File: config.mk
export PLATFORM = sky130hd
export DESIGN_NAME = drs_cell
export DESIGN_NICKNAME = d
export VERILOG_FILES = /design/src/sv/drs_pkg.sv /design/src/sv/drs_cell.sv
export SDC_FILE = /design/constraint.sdc
export NUM_CORES = 1
export LEC_CHECK = 0
export BUFFER_PORTS_ARGS = -buffer_cell sky130_fd_sc_hd__buf_2
export CAP_MARGIN = 20
export CORE_MARGIN = 3
export CORE_UTILIZATION = 30
export DETAILED_ROUTE_END_ITERATION = 12
export MAX_ROUTING_LAYER = met4
export PLACE_DENSITY_LB_ADDON = 0.25
export SYNTH_ARGS = -nofsm -noshare
export SYNTH_HDL_FRONTEND = slang
export SYNTH_SLANG_ARGS = --single-unit
File: constraint.sdc
create_clock -name clk -period 9.05 [get_ports clk]
set_clock_uncertainty 0.05 [all_clocks]
set_input_delay 1.3575 -clock clk [delete_from_list [all_inputs] [get_ports clk]]
set_output_delay 1.3575 -clock clk [all_outputs]
set_load 0.005 [all_outputs]
File: src/sv/drs_pkg.sv
// drs_pkg: shared types and codes of the dependency release scoreboard
// holds request kind codes, the per-cell command codes and the token that walks the cell chain
// no dependencies
package drs_pkg;

  localparam int NODE_W = 7;

  typedef enum logic [1:0] {
    KIND_ADD     = 2'd0,
    KIND_SATISFY = 2'd1,
    KIND_ALLOW   = 2'd2,
    KIND_QUERY   = 2'd3
  } drs_kind_t;

  typedef enum logic [2:0] {
    OP_NONE,
    OP_GROW,
    OP_ADD,
    OP_SAT,
    OP_ALLOW,
    OP_QUERY
  } drs_op_t;

  typedef struct packed {
    logic              valid;
    drs_op_t           op;
    logic [NODE_W-1:0] node;
    logic [NODE_W-1:0] dep;
    logic [NODE_W-1:0] grow_lo;
    logic [NODE_W-1:0] grow_hi;
    logic [NODE_W-1:0] rel;
    logic              any_pend;
    logic              q_pend;
    logic              q_used;
  } drs_tok_t;

endpackage

File: src/sv/drs_cell.sv
// drs_cell: one target node of the scoreboard, its source row plus pending and used bits
// applies the command token as it passes and hands it to the next cell
// depends on drs_pkg
module drs_cell #(
  parameter int NODES = 64,
  parameter int IDX   = 1
) (
  input  logic              clk,
  input  logic              rst_n,
  input  logic              en,
  input  drs_pkg::drs_tok_t tok_i,
  output drs_pkg::drs_tok_t tok_o,
  output logic              pend_o
);
  import drs_pkg::*;

  localparam int RW = (NODES > 1) ? $clog2(NODES) : 1;

  logic [NODES-1:0] row_r, row_nxt;
  logic             pend_r, pend_nxt;
  logic             used_r, used_nxt;
  drs_tok_t         tok_r, tok_nxt;

  always_comb begin
    logic [RW-1:0]    sidx;
    logic [NODES-1:0] sbit;
    logic             hit;
    logic             dhit;
    logic             grow;
    sidx     = RW'(tok_i.node - 7'd1);
    sbit     = {{(NODES-1){1'b0}}, 1'b1} << sidx;
    hit      = (int'(tok_i.node) == IDX);
    dhit     = (int'(tok_i.dep) == IDX);
    grow     = (int'(tok_i.grow_lo) < IDX) && (IDX <= int'(tok_i.grow_hi));
    tok_nxt  = tok_i;
    row_nxt  = row_r;
    pend_nxt = pend_r;
    used_nxt = used_r;
    if (tok_i.valid) begin
      case (tok_i.op)
        OP_GROW: begin
          if (grow) pend_nxt = 1'b1;
        end
        OP_ADD: begin
          if (grow) pend_nxt = 1'b1;
          if (dhit) begin
            pend_nxt = 1'b0;
            row_nxt  = row_r | sbit;
          end
        end
        OP_SAT: begin
          if (hit) begin
            pend_nxt = 1'b0;
            used_nxt = 1'b1;
          end
          // last remaining source gone: target becomes ready
          if ((row_r & sbit) != '0) begin
            row_nxt = row_r & ~sbit;
            if (row_nxt == '0) begin
              pend_nxt    = 1'b1;
              tok_nxt.rel = tok_i.rel + 7'd1;
            end
          end
        end
        OP_ALLOW: begin
          if (hit) used_nxt = 1'b1;
        end
        OP_QUERY: begin
          if (hit) begin
            tok_nxt.q_pend = pend_r;
            tok_nxt.q_used = used_r;
          end
        end
        default: ;
      endcase
      tok_nxt.any_pend = tok_i.any_pend | pend_nxt;
    end
  end

  always_ff @(posedge clk) begin
    if (!rst_n) begin
      row_r       <= '0;
      pend_r      <= 1'b0;
      used_r      <= 1'b0;
      tok_r.valid <= 1'b0;
    end else if (en) begin
      row_r  <= row_nxt;
      pend_r <= pend_nxt;
      used_r <= used_nxt;
      tok_r  <= tok_nxt;
    end
  end

  assign tok_o  = tok_r;
  assign pend_o = pend_r;

endmodule

==> results of run 1 <==
layout by cell type (no fill, tap or decap), types with 8 or more instances in the layout:
master     synthesis  routed
o221a_1           65      65
o32ai_1           25      25
buf_2             16      87
nand2_1           36      36
or3_1              8       8
o21a_1             9       9
nor2_1            75      75
dfxtp_1           67      67
edfxtp_1          41      41
a21boi_0          13      13
clkbuf_16          0       9
nand4b_1           8       8
a21oi_1           13      13
nor4_1             8       8
nand4_1           13      13
area by class of cell:
class | count | area share (%)
inverters | 4 | 0.2235
well taps | 260 | 4.844
multi-input cells | 414 | 45.38
clock buffers | 9 | 3.353
flip-flops and latches | 108 | 38.30
repair buffers | 89 | 6.762
clock inverters | 7 | 1.136
critical path, cell delays in order:
cell and delay (ns):
buf_2 0.62, and4bb_1 0.60, nand2_1 0.11, a221oi_1 0.51, o2111ai_1 0.20, or4_1 0.66
nor3_4 0.33, nand2_2 0.13, mux2_4 0.30
per-layer routing:
metal  part of all wire, %  GRT usage [%]  vias to the layer above
li1                      -              -                     2412
met1                    43          25.48                     2593
met2                    44          30.35                      268
met3                   8.6          5.369                       55
met4                   4.0          8.467                        0
met5                     0              -                        -
cells by family (layout without fill, tap and decap cells):
logic type,count (synthesis),in the layout
AOI/OAI and AO/OA,175,175
xor gates and xnor gates,6,6
adders and majority gates,1,1
buffers and inverters,57,109
DFF,108,108
muxes,13,13
and+or+nand+nor,219,219
synthesized netlist by cell type, drive strengths merged, types with 3 or more instances:
library cell,n
buf,33
mux2i,7
or3,8
nand3,9
dfxtp,67
o221a,65
a21oi,14
o32ai,25
nand4b,8
and4b,3
clkbuf,20
nor2,75
a211oi,3
edfxtp,41
nand2,41
nand2b,6
xnor2,5
o21a,9
and4bb,3
a21boi,19
nor3,8
nor4,8
inv,4
nand4,13
nor4b,4
a22oi,3
o21ai,4
and3,3
a31o,3
nor2b,6
o2111ai,5
nand4bb,4
mux2,6
and2,3
nand3b,6
power by group through the flow:
| stage | combinational [mW] | clock [mW] | sequential (mW) |
|---|---|---|---|
| final | 0.104 | 0.402 | 0.521 |
| after global routing | 0.112 | 0.428 | 0.522 |
| after CTS | 0.103 | 0.409 | 0.521 |
| after detailed placement | 0.102 | 0 | 0.532 |
| after global placement | 0.102 | 0 | 0.532 |
| after floorplan | 0.0578 | 0 | 0.534 |
final timing paths:
path | start | slack (ns) | cells after the start | end
max | tok_i[35] | 4.26 | 9 | tok_o[4]
min | tok_o[41] | 0.47 | 2 | tok_o[41]
max reg2reg | flop | 6.05 | 8 | flop
min reg2reg | tok_o[41] | 0.47 | 2 | tok_o[41]
==> summary.md, run 1 <==
| Metric | Value |
|---|---|
| Status | finished clean |
| FP Rows | 50 |
| Initial antenna violation count | 0 |
| Die area | 21460 µm² |
| Area of the multi-input gates | 3048 µm² |
| Endpoints failing hold | 0 |
| Xor/xnor cell area share of the yosys netlist | 0.8876% |
| Ant diodes | 0 |
| CTS tree | done |
| Post-Synthesis Cell Area | 5921 µm² |
| Cells after DPL | ~880 |
| Main combinational cell family by area after synthesis | compound AO/OA/AOI/OAI gates |
| Worst-Margin Slew | 0.9621 ns |
| Setup Viol. Count Final | 0 |
| Setup Crit Path Kind | in2reg |
| CTS hold repair buffers | 0 |
| Number of synthesized flops with an enable pin | between 40 and 50 |
| Drt wl/cell | around 24 µm |
| Leading area contributor after synthesis | dfxtp_1 |
| CTS Buf Count | 9 |
| Cell Pwr Density | 152.8 nW/µm² |
| Period minus WS final | 4.790 ns |
| Share of the synthesized area in the top cell type | a little under a quarter |
| Root buf cell | clkbuf_16 |
| Routed via count | ~5.3k |
| Area after DPL | ~6400 µm² |
| Sw frac | approximately 27% |
| DIE HEIGHT | ~150 µm |
| Worst-Skew Late Latency | between 0.3 and 0.4 ns |
| Total wire length | between 20000 and 25000 µm |
| Async SR Flop Fraction | 0% |
| Post-place setup slack | just over 4 ns |
| Post-synth cell types | slightly above 80 |
| Largest net degree at the start of global routing | 69 |
| Part of the power in registers | 50.7% |
| First-pass GRT wire length | about 32000 µm |
| NetSw | approximately 280 µW |
| Mapped Avg Cell Area | roughly 10 µm² |
| Hold crit path type | reg2reg |
| RSZ-0062 raised after global routing | false |
| Antenna Nets Post-Route | 0 |
| Post-CTS resize count | 0 |
| Simple-gate portion of the synthesized area | 21.11% |
| Port buffer count | 87 |
| Final core occ | about a third |
| CP required | 9.12 ns |
| Combinational power share | between 10% and 20% |
| Slew HR | around 36% |
| HPWL Detailed | approximately 15000 µm |
| Top cells by area, synth | dfxtp_1 (23%), edfxtp_1 (21%), o221a_1 (12%), nor2_1 (4.8%), o32ai_1 (3.7%) |
| Sequential cell area | 2572 µm² |
| Slew Limit Fails | 0 |
| Leak Pwr | 2.217 nW |
| DR vias/cell | 5.980 |
| Fillers | 1962 |
| Mux contribution to synthesized area | 2.388% |
| Clock Sinks | roughly 110 |
| GR Overflow Total | 0 |
| Post-synthesis compound-gate area fraction | between 20% and 30% |
| Adder-Cell Fraction of Synth Area | less than 1% |
| Die width | 146.5 µm |
| Placeable Area | between 15000 and 20000 µm² |
| CP arrival | just under 5 ns |
| Postcts setup bufs | 0 |
| Max-cap violations | 0 |
| Hold_ws | between 0.4 and 0.5 ns |
| Final net count | between 600 and 700 |
| Peak VDD IR | 74.52 µV |
| 1st-iter DRT viols | a little over 600 |
| Crit path max fanout | 41 |
| Detailed-route DRC error count | 0 |
| GRT Util Overall | between 20% and 30% |
| Share of cells above drive strength 1 | 20.60% |
| Period utilisation layout | between 50% and 60% |
| # H-tree levels | 3 |
| Fin cells | roughly 890 |
| Total Power | 1.027 mW |
| RD Place Congestion | 0.9840 |
| Synth Register Bits | between 100 and 150 |
| Top-level I/O count | 88 |
| P_int | ~750 µW |
| Vias in the first global route | roughly 5k |
| Initial Util | between 30 and 40% |
| Worst setup SP type | input port |
| Ys Warns | 0 |
| Final instance area | 6716 µm² |
| Post-Route Setup TNS | 0 ns |
| 1st-pass router iterations | 5 |
| Area growth from synthesis to layout | 13.44% |
| Clk slew on worst S/H paths | ~0.080 ns |
| Sequential share of the synthesized area | a little over two fifths |
| Fin worst setup slack | ~4.3 ns |
| Maximum clock rate | 208.8 MHz |
| Clock Path Buffers | 2 |
| Clock Power Share | roughly two fifths |
| Syn Inst Count | ~580 |
| Synthesized Nets | 625 |
| Critical path endpoint category | flop |
| Top_reg_cell synth | dfxtp_1 |
(Power assumes the default switching activity.)
==> run 2: changes to the inputs <==
==> constraint.sdc (replaced) <==
create_clock -name clk -period 4.5 [get_ports clk]
set_clock_uncertainty 0.05 [all_clocks]
set_input_delay 0.675 -clock clk [delete_from_list [all_inputs] [get_ports clk]]
set_output_delay 0.675 -clock clk [all_outputs]
set_load 0.005 [all_outputs]
==> summary.md, run 2 (synthesis gave the netlist of run 1 again) <==
| Metric | Value |
|---|---|
| Critical path endpoint category | flop |
| Status | finished clean |
| Post-CTS resize count | 0 |
| Worst-Skew Late Latency | between 0.3 and 0.4 ns |
| CP required | between 4 and 5 ns |
| Hold crit path type | reg2reg |
| Post-Route Setup TNS | 0 ns |
| First-pass GRT wire length | roughly 32000 µm |
| Detailed-route DRC error count | 0 |
| HPWL Detailed | approximately 15000 µm |
| Most common cell after layout, fill and taps aside | buf_2 |
| DR vias/cell | 5.979 |
| CP arrival | around 3.7 ns |
| Ant diodes | 0 |
| Most frequent cells in the layout | buf_2 (87), nor2_1 (75), dfxtp_1 (67) |
| Cell Pwr Density | roughly 300 nW/µm² |
| Setup Viol. Count Final | 0 |
| GRT Util Overall | approximately a fifth |
| Worst setup SP type | input port |
| Slew HR | 27.78% |
| Clock Path Buffers | 2 |
| Critical Path, Cell by Cell | buf_2, and4bb_1, a21boi_0, o32ai_1, o2111ai_1, or4_4, nor3_4, nand2_2, mux2_4 |
| GR Overflow Total | 0 |
| Largest net degree at the start of global routing | 68 |
| Die width | 146.5 µm |
| Top-level I/O count | 88 |
| Clock Sinks | 108 |
| Postcts setup bufs | 0 |
| FP Rows | 50 |
| Period utilisation layout | 81.14% |
| CTS tree | done |
| CTS hold repair buffers | 0 |
| Antenna Nets Post-Route | 0 |
| Initial Util | 31.13% |
| Leak Pwr | 2.271 nW |
| RSZ-0062 raised after global routing | false |
| RD Place Congestion | 0.9580 |
| CP delay by family, top | simple AND/OR/NAND/NOR gates |
| Total Power | 2.038 mW |
| Total wire length | ~21000 µm |
| R2r setup slk | 1.50 ns |
| Cells after DPL | just under 900 |
| # H-tree levels | 3 |
| Drt wl/cell | 23.46 µm |
| Final net count | 686 |
| Peak VDD IR | between 100 and 150 µV |
| Port buffer count | 87 |
| Maximum clock rate | 273.9 MHz |
| Worst path slowest cell | or4_4 |
| 1st-pass router iterations | 5 |
| CTS Buf Count | 9 |
| Vias in the first global route | 5136 |
| Placeable Area | ~19000 µm² |
| Die area | between 20000 and 25000 µm² |
| 1st-iter DRT viols | approximately 370 |
| Period minus WS final | between 3 and 4 ns |
| Clk slew on worst S/H paths | around 0.080 ns |
| Crit path max fanout | 33 |
| Root buf cell | clkbuf_16 |
| Routed via count | approximately 5.4k |
| Fin cells | 905 |
| Setup Crit Path Kind | in2reg |
| Endpoints failing hold | 0 |
| WP buf/inv | 1 |
| Initial antenna violation count | 0 |
| Crit-path max cell delay | 0.60 ns |
| Slew Limit Fails | 0 |
| DIE HEIGHT | between 100 and 150 µm |
| Share of cells above drive strength 1 | between 20% and 30% |
| Worst-Margin Slew | about 1.1 ns |
| Max-cap violations | 0 |
| Area growth from synthesis to layout | 14.84% |
==> run 2: changes by cell type in the layout (fill, tap and decap cells not counted) <==
cell        previous run  this run
inv_8                  0         1
clkinvlp_4             0         2
clkinv_2               0         1
buf_6                  1         0
clkinv_8               2         0
clkinv_4               0         1
buf_4                  1        16
inv_6                  5         2
==> run 2: metrics by stage <==
step	cell area [µm²]	hold slack, ns	worst slack [ns]	util [%]
finish	6799	0.4529	0.8489	35.75
global route	6799	0.4484	0.7180	35.75
CTS	6799	0.4445	0.8872	35.75
detailed placement	6516	0.4400	0.4951	34.26
global placement	6516	0.4204	0.5197	34.26
floorplan	5921	0.4045	1.265	-
==> run 2: worst reg2reg max path, stage by stage (launching register included) <==
cell       delay, ns
dfxtp_1         0.37
or4b_1          0.44
a211oi_1        0.36
nor4_1          0.09
o2111ai_1       0.35
a211oi_2        0.13
a21oi_2         0.33
nand2_2         0.39
o221a_1         0.39
==> run 2: final timing paths <==
check | start | to | cells after the start
max | tok_i[36] | tok_o[4] | 9
min | tok_o[41] | tok_o[41] | 2
max reg2reg | flop | flop | 8
min reg2reg | tok_o[41] | tok_o[41] | 2
==> run 2: power by group <==
group / switching, mW / internal [mW]
combinational: 0.148 / 0.0706
sequential: 0.00671 / 1.04
clock: 0.388 / 0.384
total: 0.543 / 1.50
==> run 2: final cells by class <==
type | instances | area, µm²
repair buffers | 103 | 555.5
fillers | 1964 | 12220
clock buffers | 9 | 225.2
flip-flops and latches | 108 | 2572
multi-input cells | 414 | 3048
clock inverters | 7 | 57.56
inverters | 4 | 15.01
well taps | 260 | 325.3
==> run 2: per-layer routing <==
| metal | global-route usage [%] | wire length (µm) | up-vias |
|---|---|---|---|
| met5 | - | 0 | - |
| li1 | - | - | 2437 |
| met4 | 9.737 | 1023 | 0 |
| met3 | 4.407 | 1827 | 58 |
| met2 | 28.87 | 9097 | 300 |
| met1 | 26.13 | 9283 | 2616 |
